[src/hw/rtl/cll_pkg.sv]
// Package for the cursor linked list engine: request/result types, codes,
// and the command/status structs between controller and datapath.
// No dependencies.
package cll_pkg;

    localparam int SLOTS_DEFAULT = 16;
    localparam int FIELD_W       = 5;

    typedef enum logic [1:0] {
        CMD_FRONT  = 2'd0,
        CMD_END    = 2'd1,
        CMD_DELETE = 2'd2,
        CMD_NOP    = 2'd3
    } t_command;

    typedef enum logic [1:0] {
        ST_OK        = 2'd0,
        ST_FULL      = 2'd1,
        ST_NOT_FOUND = 2'd2
    } t_status;

    typedef struct packed {
        t_command   command;
        logic [7:0] data;
    } t_request;

    typedef struct packed {
        t_status              status;
        logic [FIELD_W-1:0]   slot;
        logic [FIELD_W-1:0]   list_head;
        logic [FIELD_W-1:0]   free_head;
    } t_result;

    typedef struct packed {
        logic    load;
        logic    alloc_rd;
        logic    alloc_commit;
        logic    walk_step;
        logic    walk_tail;
        logic    del_start;
        logic    del_step;
        logic    del_unlink;
        logic    del_free;
        logic    emit;
        t_status status;
    } t_dp_cmd;

    typedef struct packed {
        t_command command;
        logic     free_none;
        logic     head_none;
        logic     link_more;
        logic     next_ok;
        logic     elem_match;
    } t_dp_stat;

endpackage

[src/hw/rtl/cll_datapath.sv]
// Datapath of the cursor linked list engine: pointers, walk counter,
// element and link memories, result register. Depends on cll_pkg.
module cll_datapath #(
    parameter int SLOTS = cll_pkg::SLOTS_DEFAULT
) (
    input  logic              i_clk,
    input  logic              i_rst_n,
    input  cll_pkg::t_request i_request,
    input  cll_pkg::t_dp_cmd  i_cmd,
    output cll_pkg::t_dp_stat o_stat,
    output logic              o_strobe,
    output cll_pkg::t_result  o_result
);
    import cll_pkg::*;

    localparam int PW = $clog2(SLOTS + 1);
    localparam int AW = $clog2(SLOTS);
    localparam logic [PW-1:0] NONE     = PW'(SLOTS);
    localparam logic [PW-1:0] TOP_SLOT = PW'(SLOTS - 1);

    logic [PW-1:0] r_link_mem [SLOTS];
    logic [7:0]    r_elem_mem [SLOTS];

    t_command      r_cmd;
    logic [7:0]    r_data;
    logic [PW-1:0] r_head;
    logic [PW-1:0] r_free;
    logic [PW-1:0] r_mark;
    logic [PW-1:0] r_t;
    logic [PW-1:0] r_cur;
    logic [PW-1:0] r_prev;
    logic [PW-1:0] r_slot;
    logic [PW-1:0] r_n;
    logic [PW-1:0] r_link_q;
    logic [7:0]    r_elem_q;
    logic [PW-1:0] r_rd_addr;
    logic          r_rd_pristine;
    logic          r_strobe;
    t_result       r_result;

    logic          rd_en;
    logic [PW-1:0] rd_addr;
    logic          wr_en;
    logic [PW-1:0] wr_addr;
    logic [PW-1:0] wr_data;
    logic [PW-1:0] link_rd;

    // untouched slots below the mark still hold their reset link
    assign link_rd = r_rd_pristine ? ((r_rd_addr == '0) ? NONE : r_rd_addr - 1'b1)
                                   : r_link_q;

    always_comb begin
        rd_en   = i_cmd.alloc_rd || i_cmd.walk_step || i_cmd.del_start || i_cmd.del_step
                  || (i_cmd.alloc_commit && (r_head < NONE));
        rd_addr = r_head;
        if (i_cmd.alloc_rd) begin
            rd_addr = r_free;
        end else if (i_cmd.walk_step || i_cmd.del_step) begin
            rd_addr = link_rd;
        end
    end

    always_comb begin
        wr_en   = 1'b0;
        wr_addr = r_free;
        wr_data = NONE;
        if (i_cmd.alloc_commit) begin
            wr_en   = 1'b1;
            wr_addr = r_free;
            wr_data = (r_cmd == CMD_FRONT) ? r_head : NONE;
        end else if (i_cmd.walk_tail) begin
            wr_en   = 1'b1;
            wr_addr = r_t;
            wr_data = r_slot;
        end else if (i_cmd.del_unlink) begin
            wr_en   = (r_prev < NONE);
            wr_addr = r_prev;
            wr_data = link_rd;
        end else if (i_cmd.del_free) begin
            wr_en   = 1'b1;
            wr_addr = r_cur;
            wr_data = r_free;
        end
    end

    always_ff @(posedge i_clk) begin
        if (wr_en) begin
            r_link_mem[wr_addr[AW-1:0]] <= wr_data;
        end
        if (i_cmd.alloc_commit) begin
            r_elem_mem[r_free[AW-1:0]] <= r_data;
        end
        if (rd_en) begin
            r_link_q      <= r_link_mem[rd_addr[AW-1:0]];
            r_elem_q      <= r_elem_mem[rd_addr[AW-1:0]];
            r_rd_addr     <= rd_addr;
            r_rd_pristine <= (rd_addr < r_mark);
        end
    end

    always_ff @(posedge i_clk) begin
        if (!i_rst_n) begin
            r_head   <= NONE;
            r_free   <= TOP_SLOT;
            r_mark   <= NONE;
            r_strobe <= 1'b0;
        end else begin
            r_strobe <= i_cmd.emit;
            if (i_cmd.alloc_commit) begin
                r_free <= link_rd;
                if (r_free < r_mark) begin
                    r_mark <= r_free;
                end
                if ((r_cmd == CMD_FRONT) || !(r_head < NONE)) begin
                    r_head <= r_free;
                end
            end
            if (i_cmd.del_unlink && !(r_prev < NONE)) begin
                r_head <= link_rd;
            end
            if (i_cmd.del_free) begin
                r_free <= r_cur;
            end
        end
    end

    always_ff @(posedge i_clk) begin
        if (i_cmd.load) begin
            r_cmd  <= i_request.command;
            r_data <= i_request.data;
            r_slot <= NONE;
        end
        if (i_cmd.alloc_commit) begin
            r_slot <= r_free;
            r_t    <= r_head;
            r_n    <= '0;
        end
        if (i_cmd.walk_step) begin
            r_t <= link_rd;
            r_n <= r_n + 1'b1;
        end
        if (i_cmd.del_start) begin
            r_cur  <= r_head;
            r_prev <= NONE;
            r_n    <= '0;
        end
        if (i_cmd.del_step) begin
            r_prev <= r_cur;
            r_cur  <= link_rd;
            r_n    <= r_n + 1'b1;
        end
        if (i_cmd.del_free) begin
            r_slot <= r_cur;
        end
        if (i_cmd.emit) begin
            r_result.status    <= i_cmd.status;
            r_result.slot      <= FIELD_W'(r_slot);
            r_result.list_head <= FIELD_W'(r_head);
            r_result.free_head <= FIELD_W'(r_free);
        end
    end

    assign o_stat.command    = r_cmd;
    assign o_stat.free_none  = !(r_free < NONE);
    assign o_stat.head_none  = !(r_head < NONE);
    assign o_stat.link_more  = (link_rd < NONE) && (r_n < NONE);
    assign o_stat.next_ok    = (link_rd < NONE) && (r_n < TOP_SLOT);
    assign o_stat.elem_match = (r_elem_q == r_data);

    assign o_strobe = r_strobe;
    assign o_result = r_result;

endmodule

[src/hw/rtl/cll_ctrl.sv]
// Controller of the cursor linked list engine: one-hot sequencer that
// drives the datapath commands. Depends on cll_pkg.
module cll_ctrl (
    input  logic              i_clk,
    input  logic              i_rst_n,
    input  logic              i_start,
    input  cll_pkg::t_dp_stat i_stat,
    output logic              o_busy,
    output cll_pkg::t_dp_cmd  o_cmd
);
    import cll_pkg::*;

    typedef enum logic [7:0] {
        S_IDLE     = 8'b0000_0001,
        S_DECODE   = 8'b0000_0010,
        S_COMMIT   = 8'b0000_0100,
        S_WALK     = 8'b0000_1000,
        S_DEL_WALK = 8'b0001_0000,
        S_DEL_FREE = 8'b0010_0000,
        S_DONE     = 8'b0100_0000
    } t_state;

    t_state  r_state;
    t_state  n_state;
    t_status r_status;
    t_status n_status;

    always_comb begin
        n_state  = r_state;
        n_status = r_status;
        o_cmd    = '0;
        o_cmd.status = r_status;
        unique case (r_state)
            S_IDLE: begin
                if (i_start) begin
                    o_cmd.load = 1'b1;
                    n_status   = ST_OK;
                    n_state    = S_DECODE;
                end
            end
            S_DECODE: begin
                unique case (i_stat.command)
                    CMD_FRONT, CMD_END: begin
                        if (i_stat.free_none) begin
                            n_status = ST_FULL;
                            n_state  = S_DONE;
                        end else begin
                            o_cmd.alloc_rd = 1'b1;
                            n_state        = S_COMMIT;
                        end
                    end
                    CMD_DELETE: begin
                        if (i_stat.head_none) begin
                            n_status = ST_NOT_FOUND;
                            n_state  = S_DONE;
                        end else begin
                            o_cmd.del_start = 1'b1;
                            n_state         = S_DEL_WALK;
                        end
                    end
                    default: begin
                        n_state = S_DONE;
                    end
                endcase
            end
            S_COMMIT: begin
                o_cmd.alloc_commit = 1'b1;
                if ((i_stat.command == CMD_END) && !i_stat.head_none) begin
                    n_state = S_WALK;
                end else begin
                    n_state = S_DONE;
                end
            end
            S_WALK: begin
                if (i_stat.link_more) begin
                    o_cmd.walk_step = 1'b1;
                end else begin
                    o_cmd.walk_tail = 1'b1;
                    n_state         = S_DONE;
                end
            end
            S_DEL_WALK: begin
                priority if (i_stat.elem_match) begin
                    o_cmd.del_unlink = 1'b1;
                    n_state          = S_DEL_FREE;
                end else if (i_stat.next_ok) begin
                    o_cmd.del_step = 1'b1;
                end else begin
                    n_status = ST_NOT_FOUND;
                    n_state  = S_DONE;
                end
            end
            S_DEL_FREE: begin
                o_cmd.del_free = 1'b1;
                n_state        = S_DONE;
            end
            S_DONE: begin
                o_cmd.emit = 1'b1;
                n_state    = S_IDLE;
            end
            default: begin
                n_state = S_IDLE;
            end
        endcase
    end

    always_ff @(posedge i_clk) begin
        if (!i_rst_n) begin
            r_state  <= S_IDLE;
            r_status <= ST_OK;
        end else begin
            r_state  <= n_state;
            r_status <= n_status;
        end
    end

    assign o_busy = (r_state != S_IDLE);

endmodule

[src/hw/rtl/cursor_linked_list_engine.sv]
// Top level of the cursor linked list engine: sequencer plus datapath.
// Depends on cll_pkg, cll_ctrl and cll_datapath.
//
//  channel  | ports                       | handshake
//  ---------+-----------------------------+----------------------------------
//  request  | i_request (command, data)   | taken at edge with start && !busy
//  result   | o_result (status, slot,     | o_strobe high for one cycle,
//           |  list_head, free_head)      | taken at the edge ending it
//
// busy stays high until the result. A no-op, a full pool or a delete on an
// empty list goes from decode straight to done; an insert at the front or
// into an empty list passes decode, commit and done. An insert at the end
// also walks the list, reading each node on the way to the tail; a delete
// walks it until a node matches or the list ends. The link memory's single
// registered read port sets one node per cycle. The result strobe follows in
// the cycle busy falls. Reset is synchronous and active low; it restores the
// empty list and full free chain at once. The receiver cannot stall results.
module cursor_linked_list_engine #(
    parameter int SLOTS = cll_pkg::SLOTS_DEFAULT
) (
    input  logic              i_clk,
    input  logic              i_rst_n,
    input  logic              start,
    output logic              busy,
    input  cll_pkg::t_request i_request,
    output logic              o_strobe,
    output cll_pkg::t_result  o_result
);
    import cll_pkg::*;

    t_dp_cmd  dp_cmd;
    t_dp_stat dp_stat;

    cll_ctrl u_ctrl (
        .i_clk   (i_clk),
        .i_rst_n (i_rst_n),
        .i_start (start),
        .i_stat  (dp_stat),
        .o_busy  (busy),
        .o_cmd   (dp_cmd)
    );

    cll_datapath #(
        .SLOTS (SLOTS)
    ) u_datapath (
        .i_clk     (i_clk),
        .i_rst_n   (i_rst_n),
        .i_request (i_request),
        .i_cmd     (dp_cmd),
        .o_stat    (dp_stat),
        .o_strobe  (o_strobe),
        .o_result  (o_result)
    );

endmodule

[config.mk]
export PLATFORM = sky130hd
export DESIGN_NAME = cursor_linked_list_engine
export DESIGN_NICKNAME = d
export VERILOG_FILES = /design/src/hw/rtl/cll_pkg.sv /design/src/hw/rtl/cll_datapath.sv /design/src/hw/rtl/cll_ctrl.sv /design/src/hw/rtl/cursor_linked_list_engine.sv
export SDC_FILE = /design/constraint.sdc
export NUM_CORES = 1
export LEC_CHECK = 0
export ABC_CLOCK_PERIOD_IN_PS = 5530
export BUFFER_PORTS_ARGS = -buffer_cell sky130_fd_sc_hd__buf_2
export CAP_MARGIN = 20
export CORE_MARGIN = 2
export CORE_UTILIZATION = 62
export DETAILED_ROUTE_END_ITERATION = 10
export PLACE_DENSITY = 0.79
export SLEW_MARGIN = 20
export SYNTH_ARGS = -nofsm -noshare
export SYNTH_HDL_FRONTEND = slang
export SYNTH_HIERARCHICAL = 1
export SYNTH_SLANG_ARGS = --single-unit
[constraint.sdc]
create_clock -name i_clk -period 5.53 [get_ports i_clk]
set_input_delay 1.3825 -clock i_clk [delete_from_list [all_inputs] [get_ports i_clk]]
set_output_delay 1.3825 -clock i_clk [all_outputs]
set_load 0.01 [all_outputs]
==> metrics.md <==
| Metric | Value |
|---|---|
| Outcome | `completed` |
| Total of max-cap violations | `0` |
| Antenna Diode Count | `0` |
| Post-route design area | `14300 µm²` |
| Shortest period the worst path allows | `4.94 ns` |
| Detail-routed via count per cell | `6.50` |
| Area added between synthesis and finish | `12.4%` |
| Net count, final | `868` |
| Clock Tree Root | `sky130_fd_sc_hd__clkbuf_16` |
| Average wire per standard cell | `24.4 µm` |
| DP Cell Count | `1083` |
| Number of antenna violations at the first check in global routing | `0` |
| Number of cells on the worst hold path | `0` |
| Setup slack on the worst flop-to-flop path | `0.59 ns` |
| Synthesized flop and latch total | `303` |
| Hold violation total from the final report | `0` |
| GR Overflow Total | `0` |
| Tot GR Track Use | `25.8%` |
| P_leak | `4.82 nW` |
| Area occupied by multi-input gates | `3630 µm²` |
| Worst-path clk slew | `0.07 ns` |
| Fin Clk Skew | `0.0130 ns` |
| Count of clock tree sinks | `303` |
| RSZ-0062 raised after global routing | `false` |
| CTS tree | `built` |
| Headroom to the max-slew limit | `33.8%` |
| DRT iter0 DRCs | `866` |
| Net Count, Synth | `827` |
| Peak supply drop | `247 µV` |
| Std-Cell Core Area | `20200 µm²` |
| Setup repair bufs after CTS | `0` |
| Number of pins with negative max-slew slack in the final report | `0` |
| Required time at the worst-slack endpoint | `5.82 ns` |
| Vias in the first global route | `7675` |
| Setup violations, final | `0` |
| Total of buffers placed on input and output ports | `31` |
| Die outline width | `147 µm` |
| Worst-Margin Slew | `0.991 ns` |
| Async set-or-reset flop fraction in the synthesized netlist | `0%` |
| Reg2Reg Depth | `16` |
| Total power density per cell area | `340 nW/µm²` |
| Post-synthesis instance area | `12700 µm²` |
| Critical Path Source Type | `flip-flop` |
| Number of placed I/O pins | `32` |
| Worst hold path type | `reg -> reg` |
| Non-filler instance count after layout | `1139` |
| Pin count of the biggest net entering global routing | `55` |
| CP startpoint | `u_datapath/r_rd_addr[0]$_DFFE_PP_` |
| Arrival time at the worst endpoint | `5.23 ns` |
| Endpoint, Worst Hold | `u_datapath/o_result[16]$_DFFE_PP_` |
| Final RePlAce weighted congestion | `0.920` |
| Type of destination of the critical path | `flip-flop` |
| Post-DP HPWL | `17200 µm` |
| Post-synthesis average cell area | `15.9 µm²` |
| H-tree level count | `1` |
| DRT Wirelength | `27800 µm` |
| Clock latency on the worst-skew pair | `0.55 ns` |
| Final worst-path cycle share | `89.4%` |
| Post-cts resize count | `0` |
| Origin of the critical flop-to-flop path | `u_datapath/r_rd_addr[0]$_DFFE_PP_` |
| Vias | `7408` |
| Fin Setup TNS | `0 ns` |
| Fraction of final layout cells sized beyond drive strength 1 | `18.2%` |
| Unique masters post-synth | `66` |
| Cell count after synthesis | `804` |
| Clock buffer count from CTS | `30` |
| Path type of the worst setup path | `reg -> reg` |
| Fillers | `1244` |
| Critical path peak fanout | `54` |
| Wire length of the first global-routing pass | `42600 µm` |
| Hold-fix buffers, CTS | `0` |
| Die area | `21700 µm²` |
| Number of flops mapped to enable cells by yosys | `278` |
| Yosys Warn Count | `6` |
| Count of nets left with antenna violations after detail routing | `0` |
| Worst Min Path Start | `u_ctrl/r_status[1]$_SDFFE_PN0P_` |
| R2r endpoint | `u_datapath/r_link_q[1]$_DFFE_PP_` |
| Maximum buffer depth of the clock tree | `3` |
| Effective utilization at floorplan | `63.0%` |
| Vertical die dimension | `147 µm` |
| DRC violation count after routing | `0` |
| Proportion of synthesized chip area in sequential cells | `69.4%` |
| Cell Area, Placed | `13200 µm²` |
| Std-Cell Rows | `52` |
| Number of detailed-routing iterations run before antenna repair | `5` |
| Commonest register cell after synthesis | `sky130_fd_sc_hd__edfxtp_1` |
| Register Area | `8850 µm²` |
| FMAX | `0.202 GHz` |
==> power breakdown <==
part	internal, W	switching [W]
clock network	0.00140	0.000855
registers	0.00250	0.0000299
logic	0.0000357	0.0000514
total	0.00393	0.000936
==> cell type report <==
cell class	instances	share of cell area (%)
clock inverter	22	2.25
clock buffer	34	5.49
tap	270	2.36
inverter	24	0.628
timing repair buffer	49	2.20
multi-input combinational	437	25.3
sequential	303	61.7
==> Yosys cell counts, drive strengths merged (6+ instances only) <==
cell type  instances  share of area (%)
a21oi             27                1.1
and2              11               0.54
inv               24               0.71
dfxtp             25                3.9
a211oi             6               0.39
buf               16               0.85
xnor2             11               0.76
ha                10               0.98
mux2i             12               0.94
clkbuf            24               0.71
o21ai             25               0.98
nor3              16               0.63
nand2             56                1.6
o211ai             7               0.41
o21a               6               0.35
a22oi             26                1.5
nor2              73                2.2
edfxtp           278                 65
nor2b              9               0.44
mux4              52                9.7
nand2b            11               0.54
nand3             17               0.67
==> routing by layer <==
| metal | wire length [µm] | share of wire (%) | up-vias | GRT usage, % |
|---|---|---|---|---|
| met1 | 10200 | 37 | 3732 | 33.6 |
| met3 | 2290 | 8.2 | 59 | 3.92 |
| li1 | - | - | 3212 | - |
| met5 | 0 | 0 | - | 0 |
| met4 | 857 | 3.1 | 0 | 9.71 |
| met2 | 14400 | 52 | 405 | 44.5 |
==> placed cells by master (no fill, tap or decap), drive strengths merged, types with 26 or more instances in the layout <==
cell	instances
a22oi	26
edfxtp	278
a21oi	27
nor2	73
mux4	52
clkbuf	34
buf	49
nand2	56
==> flip-flops by register name, indices dropped and copies added, names as in the netlist, 7 cells and up <==
name                   count
u_datapath/o_result       17
u_ctrl/r_state             7
u_datapath/r_elem_q        8
u_datapath/r_link_mem     80
u_datapath/r_elem_mem    128
u_datapath/r_data          8
==> logic make-up after synthesis <==
kind of cell,Yosys count,synth area share [%]
DFF,303,69.4
and+or+nand+nor,219,8.46
AOI/OAI and AO/OA,126,6.96
muxes,69,11.0
buffers and inverters,64,2.27
xor gates and xnor gates,13,0.893
adders and majority gates,10,0.981
==> worst max-delay path, stage by stage (launching register included) <==
cell                       delay, ns
sky130_fd_sc_hd__edfxtp_1       0.41
sky130_fd_sc_hd__inv_1          0.14
sky130_fd_sc_hd__ha_1           0.22
sky130_fd_sc_hd__nand2b_1       0.07
sky130_fd_sc_hd__o21ai_0        0.14
sky130_fd_sc_hd__a31oi_1        0.25
sky130_fd_sc_hd__nor2_1         0.27
sky130_fd_sc_hd__o21a_1         0.19
sky130_fd_sc_hd__inv_1          0.07
sky130_fd_sc_hd__nor4_4         0.84
sky130_fd_sc_hd__or2_1          0.30
sky130_fd_sc_hd__nor3_1         0.10
sky130_fd_sc_hd__a221oi_4       0.24
sky130_fd_sc_hd__buf_12         0.39
sky130_fd_sc_hd__mux4_1         0.65
sky130_fd_sc_hd__a22oi_1        0.28
sky130_fd_sc_hd__nand2_1        0.10
==> worst max path at each step <==
stage	slack [ns]	endpoint
after global routing	0.24	u_datapath/r_link_q[3]$_DFFE_PP_
after detailed placement	0.68	u_datapath/r_link_q[1]$_DFFE_PP_
final	0.59	u_datapath/r_link_q[1]$_DFFE_PP_
after CTS	0.61	u_datapath/r_link_q[1]$_DFFE_PP_
after global placement	0.84	u_datapath/r_link_q[1]$_DFFE_PP_
after floorplan	1.35	u_datapath/r_link_q[0]$_DFFE_PP_
==> metrics by stage <==
step / setup slack [ns] / utilization (%) / hold slack, ns / power (W)
2_1_floorplan: 1.35 / - / 0.409 / 0.00263
3_3_place_gp: 0.835 / 65.3 / 0.423 / 0.00266
4_1_cts: 0.607 / 70.8 / 0.445 / 0.00490
5_1_grt: 0.240 / 70.8 / 0.460 / 0.00500
6_report: 0.589 / 70.8 / 0.441 / 0.00487
3_5_place_dp: 0.685 / 65.3 / 0.430 / 0.00267
(Power assumes the default switching activity.)
